$ cat src/rtl/core/bdpq_pkg.sv
// Shared constants, codes and types of the bounded double-ended priority queue.
`default_nettype none
package bdpq_pkg;
   localparam int DEPTH     = 16;
   localparam int DATA_BITS = 32;
   localparam int PRIO_W    = 16;
   localparam int CNT_W     = 5;
   localparam int IDX_W     = $clog2(DEPTH);
   localparam int ADDR_W    = 3;

   typedef enum logic [2:0] {
      ACT_ADD       = 3'd0,
      ACT_PEEK_HIGH = 3'd1,
      ACT_POP_HIGH  = 3'd2,
      ACT_PEEK_LOW  = 3'd3,
      ACT_POP_LOW   = 3'd4
   } action_type;

   typedef enum logic [1:0] {
      STATUS_OK       = 2'd0,
      STATUS_REJECTED = 2'd1,
      STATUS_EMPTY    = 2'd2
   } status_type;

   typedef enum logic [1:0] {
      CELL_HOLD   = 2'd0,
      CELL_SHIFT  = 2'd1,
      CELL_INSERT = 2'd2
   } cell_op_type;

   typedef struct packed {
      cell_op_type                op;
      logic signed [PRIO_W-1:0]   prio;
      logic [DATA_BITS-1:0]       data;
   } cell_ctrl_type;

   localparam logic [ADDR_W-1:0] REG_CAPACITY = 3'd0;
endpackage
`default_nettype wire

$ cat src/rtl/core/bdpq_req_if.sv
// Request channel: valid/ready handshake with the queue operation fields.
`default_nettype none
interface bdpq_req_if;
   logic        valid;
   logic        ready;
   logic [2:0]  action;
   logic [15:0] priority_req;
   logic [31:0] payload;

   modport source (output valid, output action, output priority_req, output payload,
                   input ready);
   modport sink (input valid, input action, input priority_req, input payload,
                 output ready);
endinterface
`default_nettype wire

$ cat src/rtl/core/bdpq_rsp_if.sv
// Response channel: valid/ready handshake with the result fields.
`default_nettype none
interface bdpq_rsp_if;
   logic        valid;
   logic        ready;
   logic [1:0]  status;
   logic [31:0] out_payload;
   logic [4:0]  occupancy;
   logic        is_full;
   logic        is_empty;

   modport source (output valid, output status, output out_payload, output occupancy,
                   output is_full, output is_empty, input ready);
   modport sink (input valid, input status, input out_payload, input occupancy,
                 input is_full, input is_empty, output ready);
endinterface
`default_nettype wire

$ cat src/rtl/core/bounded_double_ended_priority_queue_core.sv
// Top level of the bounded double-ended priority queue.
// Usage:
//   req_chan carries one operation per transaction: add, peek or pop at the
//   high or low end. rsp_chan returns one transaction per request with status,
//   payload read, occupancy and full/empty flags. The csr_ port writes the
//   capacity register (address 0); pready is always high.
// Operation:
//   Entries sit sorted in a chain of cells, lowest at cell 0. Every cell
//   compares against the new priority in the same cycle. An add into a queue
//   already at or above capacity first evicts from the low end, shifting the
//   chain down once per evicted entry. One request is handled at a time; a new
//   request is accepted while the previous result still waits.
// Reset:
//   Synchronous, active high. The queue empties and capacity returns to 16.
// Stall:
//   While rsp_chan is stalled the finished result holds; a request taken in
//   the meantime holds in its work cycle until the result register frees.
`default_nettype none
module bounded_double_ended_priority_queue_core (
   input  wire logic                          clock,
   input  wire logic                          reset,
   bdpq_req_if.sink                           req_chan,
   bdpq_rsp_if.source                         rsp_chan,
   input  wire logic                          csr_psel,
   input  wire logic                          csr_penable,
   input  wire logic                          csr_pwrite,
   input  wire logic [bdpq_pkg::ADDR_W-1:0]   csr_paddr,
   input  wire logic [31:0]                   csr_pwdata,
   output logic [31:0]                        csr_prdata,
   output logic                               csr_pready
);
   import bdpq_pkg::*;

   typedef enum logic [1:0] {
      ST_IDLE = 2'b01,
      ST_WORK = 2'b10
   } state_type;

   state_type               state_ff, state_in;
   logic [CNT_W-1:0]        count_ff, count_in;
   logic                    rsp_valid_ff, rsp_valid_in;
   action_type              action_ff, action_in;
   logic signed [PRIO_W-1:0] prio_ff, prio_in;
   logic [DATA_BITS-1:0]    data_ff, data_in;
   status_type              status_ff, status_in;
   logic [31:0]             out_data_ff, out_data_in;
   logic [CNT_W-1:0]        occ_ff, occ_in;
   logic                    full_ff, full_in;
   logic                    empty_ff, empty_in;

   logic [CNT_W-1:0]        capacity;
   logic [CNT_W-1:0]        cap_eff;
   logic [CNT_W-1:0]        count_m1;
   logic                    evict;
   logic                    finish;
   logic                    accept;
   cell_ctrl_type           ctrl;

   logic signed [PRIO_W-1:0] cell_prio [DEPTH];
   logic [DATA_BITS-1:0]     cell_data [DEPTH];
   logic [DEPTH-1:0]         cell_lt;

   bdpq_csr u_csr (
      .clock       (clock),
      .reset       (reset),
      .csr_psel    (csr_psel),
      .csr_penable (csr_penable),
      .csr_pwrite  (csr_pwrite),
      .csr_paddr   (csr_paddr),
      .csr_pwdata  (csr_pwdata),
      .csr_prdata  (csr_prdata),
      .csr_pready  (csr_pready),
      .capacity    (capacity)
   );

   for (genvar i = 0; i < DEPTH; i++) begin : g_cell
      logic                     below_lt;
      logic signed [PRIO_W-1:0] below_prio;
      logic [DATA_BITS-1:0]     below_data;
      logic signed [PRIO_W-1:0] above_prio;
      logic [DATA_BITS-1:0]     above_data;
      logic                     valid;

      if (i == 0) begin : g_bottom
         assign below_lt   = 1'b1;
         assign below_prio = '0;
         assign below_data = '0;
      end else begin : g_mid_below
         assign below_lt   = cell_lt[i-1];
         assign below_prio = cell_prio[i-1];
         assign below_data = cell_data[i-1];
      end
      if (i == DEPTH - 1) begin : g_top
         assign above_prio = '0;
         assign above_data = '0;
      end else begin : g_mid_above
         assign above_prio = cell_prio[i+1];
         assign above_data = cell_data[i+1];
      end
      assign valid = (CNT_W'(i) < count_ff);

      bdpq_cell u_cell (
         .clock      (clock),
         .ctrl       (ctrl),
         .valid      (valid),
         .below_lt   (below_lt),
         .below_prio (below_prio),
         .below_data (below_data),
         .above_prio (above_prio),
         .above_data (above_data),
         .lt         (cell_lt[i]),
         .prio       (cell_prio[i]),
         .data       (cell_data[i])
      );
   end

   assign cap_eff  = (capacity > CNT_W'(DEPTH)) ? CNT_W'(DEPTH) : capacity;
   assign count_m1 = count_ff - 1'b1;
   assign evict    = (state_ff == ST_WORK) && (action_ff == ACT_ADD) &&
                     (cap_eff != '0) && (count_ff >= cap_eff);
   assign finish   = (state_ff == ST_WORK) && !evict && (!rsp_valid_ff || rsp_chan.ready);
   assign req_chan.ready = (state_ff == ST_IDLE);
   assign accept   = req_chan.valid && (state_ff == ST_IDLE);

   always_comb begin
      state_in     = state_ff;
      count_in     = count_ff;
      action_in    = action_ff;
      prio_in      = prio_ff;
      data_in      = data_ff;
      status_in    = status_ff;
      out_data_in  = out_data_ff;
      occ_in       = occ_ff;
      full_in      = full_ff;
      empty_in     = empty_ff;
      rsp_valid_in = rsp_valid_ff && !rsp_chan.ready;
      ctrl.op      = CELL_HOLD;
      ctrl.prio    = prio_ff;
      ctrl.data    = data_ff;

      unique case (state_ff)
         ST_IDLE: begin
            if (accept) begin
               action_in = action_type'(req_chan.action);
               prio_in   = req_chan.priority_req;
               data_in   = DATA_BITS'(req_chan.payload);
               state_in  = ST_WORK;
            end
         end
         ST_WORK: begin
            if (evict) begin
               ctrl.op  = CELL_SHIFT;
               count_in = count_m1;
            end else if (finish) begin
               status_in   = STATUS_OK;
               out_data_in = '0;
               case (action_ff) inside
                  ACT_ADD: begin
                     if (cap_eff == '0) begin
                        status_in = STATUS_REJECTED;
                     end else begin
                        ctrl.op  = CELL_INSERT;
                        count_in = count_ff + 1'b1;
                     end
                  end
                  ACT_PEEK_HIGH, ACT_POP_HIGH: begin
                     if (count_ff == '0) begin
                        status_in = STATUS_EMPTY;
                     end else begin
                        out_data_in = 32'(cell_data[count_m1[IDX_W-1:0]]);
                        if (action_ff == ACT_POP_HIGH) begin
                           count_in = count_m1;
                        end
                     end
                  end
                  ACT_PEEK_LOW, ACT_POP_LOW: begin
                     if (count_ff == '0) begin
                        status_in = STATUS_EMPTY;
                     end else begin
                        out_data_in = 32'(cell_data[0]);
                        if (action_ff == ACT_POP_LOW) begin
                           ctrl.op  = CELL_SHIFT;
                           count_in = count_m1;
                        end
                     end
                  end
                  default: begin
                  end
               endcase
               occ_in       = count_in;
               full_in      = (count_in >= cap_eff);
               empty_in     = (count_in == '0);
               rsp_valid_in = 1'b1;
               state_in     = ST_IDLE;
            end
         end
         default: begin
            state_in = ST_IDLE;
         end
      endcase
   end

   always_ff @(posedge clock) begin
      if (reset) begin
         state_ff     <= ST_IDLE;
         count_ff     <= '0;
         rsp_valid_ff <= 1'b0;
      end else begin
         state_ff     <= state_in;
         count_ff     <= count_in;
         rsp_valid_ff <= rsp_valid_in;
      end
   end

   always_ff @(posedge clock) begin
      action_ff   <= action_in;
      prio_ff     <= prio_in;
      data_ff     <= data_in;
      status_ff   <= status_in;
      out_data_ff <= out_data_in;
      occ_ff      <= occ_in;
      full_ff     <= full_in;
      empty_ff    <= empty_in;
   end

   assign rsp_chan.valid       = rsp_valid_ff;
   assign rsp_chan.status      = status_ff;
   assign rsp_chan.out_payload = out_data_ff;
   assign rsp_chan.occupancy   = occ_ff;
   assign rsp_chan.is_full     = full_ff;
   assign rsp_chan.is_empty    = empty_ff;
endmodule
`default_nettype wire

$ cat src/rtl/core/bdpq_cell.sv
// One slot of the sorted shift chain: holds an entry, shifts down or opens a gap on insert.
`default_nettype none
module bdpq_cell (
   input  wire logic                                clock,
   input  wire bdpq_pkg::cell_ctrl_type             ctrl,
   input  wire logic                                valid,
   input  wire logic                                below_lt,
   input  wire logic signed [bdpq_pkg::PRIO_W-1:0]  below_prio,
   input  wire logic [bdpq_pkg::DATA_BITS-1:0]      below_data,
   input  wire logic signed [bdpq_pkg::PRIO_W-1:0]  above_prio,
   input  wire logic [bdpq_pkg::DATA_BITS-1:0]      above_data,
   output logic                                     lt,
   output logic signed [bdpq_pkg::PRIO_W-1:0]       prio,
   output logic [bdpq_pkg::DATA_BITS-1:0]           data
);
   import bdpq_pkg::*;

   logic signed [PRIO_W-1:0] prio_ff, prio_in;
   logic [DATA_BITS-1:0]     data_ff, data_in;

   assign lt   = valid && (prio_ff < ctrl.prio);
   assign prio = prio_ff;
   assign data = data_ff;

   always_comb begin
      prio_in = prio_ff;
      data_in = data_ff;
      case (ctrl.op)
         CELL_SHIFT: begin
            prio_in = above_prio;
            data_in = above_data;
         end
         CELL_INSERT: begin
            if (!lt && below_lt) begin
               prio_in = ctrl.prio;
               data_in = ctrl.data;
            end else if (!lt) begin
               prio_in = below_prio;
               data_in = below_data;
            end
         end
         default: begin
         end
      endcase
   end

   always_ff @(posedge clock) begin
      prio_ff <= prio_in;
      data_ff <= data_in;
   end
endmodule
`default_nettype wire

$ cat src/rtl/core/bdpq_csr.sv
// APB-style register port holding the capacity register.
`default_nettype none
module bdpq_csr (
   input  wire logic                          clock,
   input  wire logic                          reset,
   input  wire logic                          csr_psel,
   input  wire logic                          csr_penable,
   input  wire logic                          csr_pwrite,
   input  wire logic [bdpq_pkg::ADDR_W-1:0]   csr_paddr,
   input  wire logic [31:0]                   csr_pwdata,
   output logic [31:0]                        csr_prdata,
   output logic                               csr_pready,
   output logic [bdpq_pkg::CNT_W-1:0]         capacity
);
   import bdpq_pkg::*;

   logic [CNT_W-1:0] capacity_ff, capacity_in;
   logic             hit;

   assign hit        = (csr_paddr[2] == REG_CAPACITY[2]);
   assign csr_pready = 1'b1;
   assign capacity   = capacity_ff;
   assign csr_prdata = hit ? {{(32-CNT_W){1'b0}}, capacity_ff} : 32'd0;

   always_comb begin
      capacity_in = capacity_ff;
      if (csr_psel && csr_penable && csr_pwrite && hit) begin
         capacity_in = csr_pwdata[CNT_W-1:0];
      end
   end

   always_ff @(posedge clock) begin
      if (reset) begin
         capacity_ff <= CNT_W'(DEPTH);
      end else begin
         capacity_ff <= capacity_in;
      end
   end
endmodule
`default_nettype wire

$ cat src/flat_wrapper.sv
// flat-port wrapper written by rule: the top's interface ports become plain ports
module bounded_double_ended_priority_queue_core_flat import bdpq_pkg::*;
  (clock, reset, csr_psel, csr_penable, csr_pwrite, csr_paddr, csr_pwdata, csr_prdata, csr_pready, req_chan_valid, req_chan_action, req_chan_priority_req, req_chan_payload, req_chan_ready, rsp_chan_valid, rsp_chan_status, rsp_chan_out_payload, rsp_chan_occupancy, rsp_chan_is_full, rsp_chan_is_empty, rsp_chan_ready);
  bdpq_req_if req_chan_i ();
  bdpq_rsp_if rsp_chan_i ();
  input  wire logic clock;
  input  wire logic reset;
  input  wire logic csr_psel;
  input  wire logic csr_penable;
  input  wire logic csr_pwrite;
  input  wire logic [bdpq_pkg::ADDR_W-1:0] csr_paddr;
  input  wire logic [31:0] csr_pwdata;
  output logic [31:0] csr_prdata;
  output logic csr_pready;
  input wire logic [$bits(req_chan_i.valid)-1:0] req_chan_valid;
  input wire logic [$bits(req_chan_i.action)-1:0] req_chan_action;
  input wire logic [$bits(req_chan_i.priority_req)-1:0] req_chan_priority_req;
  input wire logic [$bits(req_chan_i.payload)-1:0] req_chan_payload;
  output wire logic [$bits(req_chan_i.ready)-1:0] req_chan_ready;
  output wire logic [$bits(rsp_chan_i.valid)-1:0] rsp_chan_valid;
  output wire logic [$bits(rsp_chan_i.status)-1:0] rsp_chan_status;
  output wire logic [$bits(rsp_chan_i.out_payload)-1:0] rsp_chan_out_payload;
  output wire logic [$bits(rsp_chan_i.occupancy)-1:0] rsp_chan_occupancy;
  output wire logic [$bits(rsp_chan_i.is_full)-1:0] rsp_chan_is_full;
  output wire logic [$bits(rsp_chan_i.is_empty)-1:0] rsp_chan_is_empty;
  input wire logic [$bits(rsp_chan_i.ready)-1:0] rsp_chan_ready;
  assign req_chan_i.valid = req_chan_valid;
  assign req_chan_i.action = req_chan_action;
  assign req_chan_i.priority_req = req_chan_priority_req;
  assign req_chan_i.payload = req_chan_payload;
  assign req_chan_ready = req_chan_i.ready;
  assign rsp_chan_valid = rsp_chan_i.valid;
  assign rsp_chan_status = rsp_chan_i.status;
  assign rsp_chan_out_payload = rsp_chan_i.out_payload;
  assign rsp_chan_occupancy = rsp_chan_i.occupancy;
  assign rsp_chan_is_full = rsp_chan_i.is_full;
  assign rsp_chan_is_empty = rsp_chan_i.is_empty;
  assign rsp_chan_i.ready = rsp_chan_ready;
  bounded_double_ended_priority_queue_core u_core (.clock(clock), .reset(reset), .req_chan(req_chan_i), .rsp_chan(rsp_chan_i), .csr_psel(csr_psel), .csr_penable(csr_penable), .csr_pwrite(csr_pwrite), .csr_paddr(csr_paddr), .csr_pwdata(csr_pwdata), .csr_prdata(csr_prdata), .csr_pready(csr_pready));
endmodule
$ cat config.mk
export PLATFORM = sky130hd
export DESIGN_NAME = bounded_double_ended_priority_queue_core_flat
export DESIGN_NICKNAME = d
export VERILOG_FILES = /design/src/rtl/core/bdpq_pkg.sv /design/src/rtl/core/bdpq_req_if.sv /design/src/rtl/core/bdpq_rsp_if.sv /design/src/rtl/core/bounded_double_ended_priority_queue_core.sv /design/src/rtl/core/bdpq_cell.sv /design/src/rtl/core/bdpq_csr.sv /design/src/flat_wrapper.sv
export SDC_FILE = /design/constraint.sdc
export NUM_CORES = 2
export LEC_CHECK = 0
export ABC_AREA = 1
export BUFFER_PORTS_ARGS = -buffer_cell sky130_fd_sc_hd__buf_2
export CAP_MARGIN = 20
export CORE_ASPECT_RATIO = 1.4
export CORE_MARGIN = 5
export CORE_UTILIZATION = 64
export DETAILED_ROUTE_END_ITERATION = 8
export PLACE_DENSITY_LB_ADDON = 0.08
export REMOVE_ABC_BUFFERS = 1
export SYNTH_ARGS = -nofsm -noshare
export SYNTH_HDL_FRONTEND = slang
export SYNTH_SLANG_ARGS = --single-unit
$ cat constraint.sdc
create_clock -name clock -period 8.6 [get_ports clock]
set_input_delay 1.72 -clock clock [delete_from_list [all_inputs] [get_ports clock]]
set_output_delay 1.72 -clock clock [all_outputs]
set_load 0.01 [all_outputs]
# After elaboration in Yosys (flattened, before gate mapping)

Cells that the tools add are included.

Register bits: 873
Input bits: 93
Output and inout port bits: 76
Logic and storage cells: 338

$add $sub $neg: 2
Magnitude comparators: 36
Equal/unequal tests: 27
Multiplexer cells: 137
Bitwise gates (word level): 3
Reduce and logical (&&, ||, !) cells: 89

Operator list:

| kind                                                                         | count |
|---|---|
| 32-bit 2-to-1 mux                                                            | 37 |
| 32-bit case mux with 2 select lines                                          | 16 |
| 16-bit case mux with 2 select lines                                          | 16 |
| 16-bit 2-to-1 mux                                                            | 31 |
| 16-bit less-than comparator                                                  | 16 |
| 32-bit binary-select mux with 4-bit select                                   | 1 |
| 5-bit 2-to-1 mux                                                             | 15 |
| 3-bit != test (second input constant)                                        | 15 |
| 1-bit logical AND                                                            | 41 |
| 4-bit by 5-bit less-than comparator with 1-bit output (first input constant) | 8 |
| 2-bit AND reduction                                                          | 18 |
| 2-bit 2-to-1 mux                                                             | 15 |
| 3-bit by 5-bit less-than comparator with 1-bit output (first input constant) | 4 |
| 1-bit logical NOT                                                            | 18 |
| 5-bit logical NOT                                                            | 3 |
| 5-bit greater-or-equal comparator                                            | 2 |
| 1-bit by 5-bit less-than comparator with 1-bit output (first input constant) | 2 |
| 2-bit by 5-bit less-than comparator with 1-bit output (first input constant) | 2 |
| 3-bit by 2-bit == test with 1-bit output (second input constant)             | 2 |
| 3-bit AND reduction                                                          | 2 |
| 5-bit by 1-bit adder with 5-bit output (second input constant)               | 1 |
| 5-bit greater-or-equal comparator (second input constant)                    | 1 |
| 5-bit > comparator (second input constant)                                   | 1 |
| 1-bit 2-to-1 mux                                                             | 5 |
| 15 further kinds                                                             | 22 |

# Depth between registers and ports, before layout

Word-level depth: 14
Depth in mapped cells: 20
Gate-level depth less buffers: 17

# By module

A second synthesis with hierarchy kept.

Cells, all modules: 9041
Area total of the unflattened synthesis: 63076.7 um2

Modules (own cells, without submodules):

| module                                   | times used | cells an instance | area each (um2) |
|---|---|---|---|
| bdpq_cell (u_core.g_cell[0].u_cell ...)  | 11         | 471               | 3335.7 |
| bdpq_cell (u_core.g_cell[5].u_cell ...)  | 5          | 469               | 3330.7 |
| bounded_double_ended_priority_queue_core | 1          | 1439              | 9238.9 |
| bdpq_csr                                 | 1          | 76                | 491.7 |

# Worst setup path before layout

OpenSTA, ideal clock, no wires.

Path kind: input -> register
Start point: in rsp_chan_ready
End point: reg u_core.g_cell[0].u_cell.data_ff[0] (enable)
Setup time: 0.520 ns
Arrival time: 6.225 ns
Path slack: 1.855 ns
Cell stages on the path: 6
Path through: nor2_1 nor2_8 nand2_4 buf_2 clkbuf_1 o21ai_0

Word-level cells in the longest chain between the ends: 8
Elaborated cells on any way between the ends: 10
Classes of those cells: eq/ne: 3; mux: 3; reduce/logical: 4

RTL lines:

| element                                                                          | RTL line                                        | source |
|---|---|---|
| start: declaration                                                               | flat_wrapper.sv:26                              | `input wire logic [$bits(rsp_chan_i.ready)-1:0] rsp_chan_ready;` |
| 1-bit logical OR (*)                                                             | bounded_double_ended_priority_queue_core.sv:121 | `assign finish = (state_ff == ST_WORK) && !evict && (!rsp_valid_ff \|\| rsp_chan.ready);` |
| 1-bit logical AND (*)                                                            | bounded_double_ended_priority_queue_core.sv:121 |  |
| 2-bit 2-to-1 mux (*)                                                             | bounded_double_ended_priority_queue_core.sv:154 | `end else if (finish) begin` |
| 2-bit 2-to-1 mux (*)                                                             | bounded_double_ended_priority_queue_core.sv:151 | `if (evict) begin` |
| 2-bit 2-to-1 mux (*)                                                             | bounded_double_ended_priority_queue_core.sv:141 | `unique case (state_ff)` |
| 2-bit == test / 2-bit by 1-bit == test with 1-bit output (equally long branches) | bdpq_cell.sv:28                                 | `case (ctrl.op)` |
| 2-bit != test (no line) / 2-bit nonzero test (equally long branches)             | -                                               |  |
| 2-bit AND reduction (no line) (*)                                                | -                                               |  |
| end signal: assignment                                                           | bdpq_cell.sv:49                                 | `data_ff <= data_in;` |
| end: declaration                                                                 | bdpq_cell.sv:19                                 | `logic [DATA_BITS-1:0] data_ff, data_in;` |

Every way passes the cells marked *; elsewhere a longest branch is shown, timed or not.
A chain may end at the register's enable or synchronous reset.

# Worst setup path in the final report

Start point: reg u_core.count_ff[0]
End point: reg u_core.g_cell[0].u_cell.data_ff[18], data pin

Word-level cells in the longest chain between the ends: 10
Elaborated cells on any way between the ends: 16
Classes of those cells: order compare: 1; eq/ne: 2; mux: 8; reduce/logical: 5

RTL lines:

| element                                                                          | RTL line                                                                                         | source |
|---|---|---|
| start: declaration                                                               | bounded_double_ended_priority_queue_core.sv:40                                                   | `logic [CNT_W-1:0] count_ff, count_in;` |
| start signal: assignment                                                         | bounded_double_ended_priority_queue_core.sv:210                                                  | `count_ff <= count_in;` |
| 5-bit greater-or-equal comparator / 5-bit logical NOT (equally long branches)    | bounded_double_ended_priority_queue_core.sv:120, bounded_double_ended_priority_queue_core.sv:177 |  |
| 1-bit logical AND / 2-bit 2-to-1 mux (equally long branches)                     | bounded_double_ended_priority_queue_core.sv:120, bounded_double_ended_priority_queue_core.sv:177 |  |
| 1-bit logical NOT / 2-bit 2-to-1 mux (equally long branches)                     | bounded_double_ended_priority_queue_core.sv:121, bounded_double_ended_priority_queue_core.sv:157 |  |
| 1-bit logical AND / 2-bit 2-to-1 mux (equally long branches) (2 in series)       | bounded_double_ended_priority_queue_core.sv:121, bounded_double_ended_priority_queue_core.sv:157 |  |
| 2-bit 2-to-1 mux                                                                 | bounded_double_ended_priority_queue_core.sv:154                                                  |  |
| 2-bit 2-to-1 mux (*)                                                             | bounded_double_ended_priority_queue_core.sv:151                                                  |  |
| 2-bit 2-to-1 mux (*)                                                             | bounded_double_ended_priority_queue_core.sv:141                                                  |  |
| 2-bit == test / 2-bit by 1-bit == test with 1-bit output (equally long branches) | bdpq_cell.sv:28                                                                                  |  |
| 32-bit case mux with 2 select lines (*)                                          | bdpq_cell.sv:28                                                                                  |  |
| net u_core.g_cell[0].u_cell.data_in[18]                                          | bdpq_cell.sv:19                                                                                  |  |

The timed path passes the listed nets; every way through them passes the cells marked *.

==> flow_metrics.tcl <==
set metrics [dict create \
    arrival_ns 6.34 \
    drive_gt1_share_pct 5.71 \
    r2r_slack_ns 2.65 \
    synth_edf_count 860 \
    hp-class "flip-flop to flip-flop" \
    synth.most_common_cell "nand2_1" \
    ys_ff_latch 873 \
    setup_ws_ns 2.65 \
    worstPathMaxFanout 105 \
    clock_latency_ns 0.70 \
    worst_setup_path_end_kind "flip-flop" \
    timing.clock.skew_ns 0.0203 \
    die_area_um2 97400 \
    ant_nets 0 \
    grt_pass1_wl_mm 290 \
    hp-start "u_core.g_cell[9].u_cell.data[27]" \
    slowest_delay_ns 0.97 \
    cp-start-kind "flip-flop" \
    powerDensity_nw_per_um2 151 \
    power.leakage_uw 0.0287 \
    cts_setup_buffers 0 \
    nets 7871 \
    cts_tree "yes" \
    cp-startpoint "u_core.count_ff[0]" \
    max_slew_margin_pct 19.9 \
    cts.repair.resized 0 \
    fill_cells 7740 \
    path_cells "inv_4 > ha_1 > inv_1 > nand2_1 > nand4_1 > o211ai_1 > nand3_4 > nand2_4 > nor2_8 > nand2_8 > buf_4 > buf_4 > o21ai_0" \
    crit_type "flip-flop to flip-flop" \
    status "complete, no violations" \
    p_total_uw 9370 \
    grt-ovfl-total 0 \
    crit_slowest_cell "buf_4" \
    grt_pass1_vias 51900 \
    netSwitchingFraction_pct 25.3 \
    finalHoldViolCount 0 \
    avgViaCountPerCell 6.11 \
    track_usage_pct 37.8 \
    dpl_cell_area_um2 59100 \
    yosysTopAreaCellShare_pct 44.3 \
    setup_viol 0 \
    synth_top_cell_by_area "edfxtp_1" \
    reg2reg_from "u_core.count_ff[0]" \
    holdBufCountCts 0 \
    vias 53700 \
    p_switching_uw 2370 \
    routabilityCongestion 0.920 \
    design.core.area_um2 90800 \
    cts-root-buf "clkbuf_16" \
    routed_wl_mm 192 \
    area.growth.synth_to_final_pct 6.43 \
    worstPathRequired_ns 9.00 \
    hpwl_mm 119 \
    drt_iter0_drc 7336 \
    synth_common_cells "nand2_1, nand3_1, edfxtp_1" \
    comb_power_share_pct 8.1 \
    synth_cells 7766 \
    netlist_area_um2 58400 \
    peakVddDrop_mv 0.185 \
    rows 131 \
    netlist_top_cells_area "edfxtp_1, nand2_1, nand3_1, ha_1, inv_1" \
    clkTransAtPathRegs_ns 0.06 \
    tns_ns 0 \
    path_common_cell "buf_4" \
    power_frac_seq_pct 50.1 \
    pin_count 169 \
    post_drt_wl_per_cell_um 21.8 \
    portBuffers 111 \
    drc 0 \
    cts_sinks 873 \
    antenna_found_initial 2 \
    firstDrtPassIters 6 \
    h-tree-depth 3 \
    seq_area_um2 26100 \
    min_period_over_period_pct 69.2 \
    fin_util_pct 68.4 \
    tightest_slew_ns 1.19 \
    synth.avg_cell_area_um2 7.51 \
    rsz0062_at_grt "no" \
    slew_violations 0 \
    async_flop_share_pct 0 \
    place_worst_setup_slack_ns 2.90 \
    die_x_um 265 \
    fp.dieH_um 367 \
    yosysSeqAreaShare_pct 44.7 \
    multi_input_area_um2 26800 \
    cts_made_buffers 90 \
    ff2ff_path_depth 13 \
    hold_depth 2 \
    grt_max_degree 237 \
    clock_power_share_pct 41.8 \
    maxCapViolCount 0 \
    p_int_uw 7000 \
    initial_core_util_pct 64.3 \
    max_freq_ghz 0.168 \
    ys.flop_type "edfxtp_1" \
    period_needed_ns 5.95 \
    final_area_um2 62100 \
    ctsLongestPathBuffers 3 \
    yosys_warnings 0 \
    yosysUniqueCellTypes 43 \
]
-- layer usage --
metal	vias up	GRT usage, %	share of wire, %
met5	-	0	0
met4	0	21.3	6.2
met3	775	8.11	11
met2	3387	64.2	48
met1	24300	44.5	34
li1	25200	-	-
-- flip-flops by register name, indices dropped and copies added (netlist names), 5 cells and up --
| register | flops |
|---|---|
| u_core.g_cell.u_cell.data | 512 |
| u_core.u_csr.capacity | 5 |
| u_core.g_cell.u_cell.prio | 256 |
| u_core.rsp_chan.out_payload | 32 |
| u_core.data_ff | 32 |
| u_core.count_ff | 5 |
| u_core.prio_ff | 16 |
| u_core.rsp_chan.occupancy | 5 |
-- per-stage QoR --
step,std cells,hold slack (ns)
final,8794,0.544
after global routing,8792,0.566
after CTS,8786,0.543
after detailed placement,8624,0.532
after global placement,8623,0.526
after floorplan,7198,0.485
-- critical path: cells and delay by family (launching register included) --
kind / cells / cell delay, ns
AOI/OAI and AO/OA: 2 / 0.33
adders and majority gates: 1 / 0.52
buffers and inverters: 4 / 2.47
DFF: 1 / 0.95
and+or+nand+nor: 6 / 1.12
-- final timing paths --
path | endpoint
worst max-delay path | u_core.g_cell[0].u_cell.data[18]
worst min-delay path | u_core.g_cell[8].u_cell.data[27]
worst max register to register | u_core.g_cell[0].u_cell.data[18]
worst min register to register | u_core.g_cell[8].u_cell.data[27]
-- logic make-up after synthesis --
kind of cell	synth area share, %
AOI/OAI and AO/OA	8.05
xor gates and xnor gates	0.0300
adders and majority gates	5.42
buffers and inverters	10.2
DFF	44.7
other	0.0129
and+or+nand+nor	31.6
-- cells in the final DEF (no fill, tap or decap), drive strengths merged, types with 2 or more instances in the layout --
master	instances
nand2	2517
nand3	1518
edfxtp	860
inv	845
o21ai	365
nor2	291
a21oi	264
ha	253
buf	235
clkbuf	107
o211ai	99
clkinv	61
o221ai	32
o32ai	32
conb	28
nor3	15
a31oi	15
dfxtp	13
o21a	12
nand3b	8
bufinv	7
o21bai	5
nand4	3
diode	2
or2	2
-- power by group through the flow --
stage          Combinational, uW  Clock [uW]  Sequential, uW
2_1_floorplan                436           0            4770
6_report                     759        3920            4690
3_5_place_dp                 731           0            4780
3_3_place_gp                 712           0            4780
4_1_cts                      733        3930            4690
5_1_grt                      818        4100            4690
-- layout make-up --
| type | count | share of cell area, % |
|---|---|---|
| Clock inverter | 55 | 0.751 |
| Inverter | 859 | 5.24 |
| Multi-Input combinational cell | 5466 | 43.1 |
| Tap cell | 1197 | 2.41 |
| Sequential cell | 873 | 42.0 |
| Timing Repair Buffer | 235 | 2.68 |
| Clock buffer | 107 | 3.76 |
| Antenna cell | 2 | 0.00806 |
No activity file was read; power rests on OpenSTA's default activity.
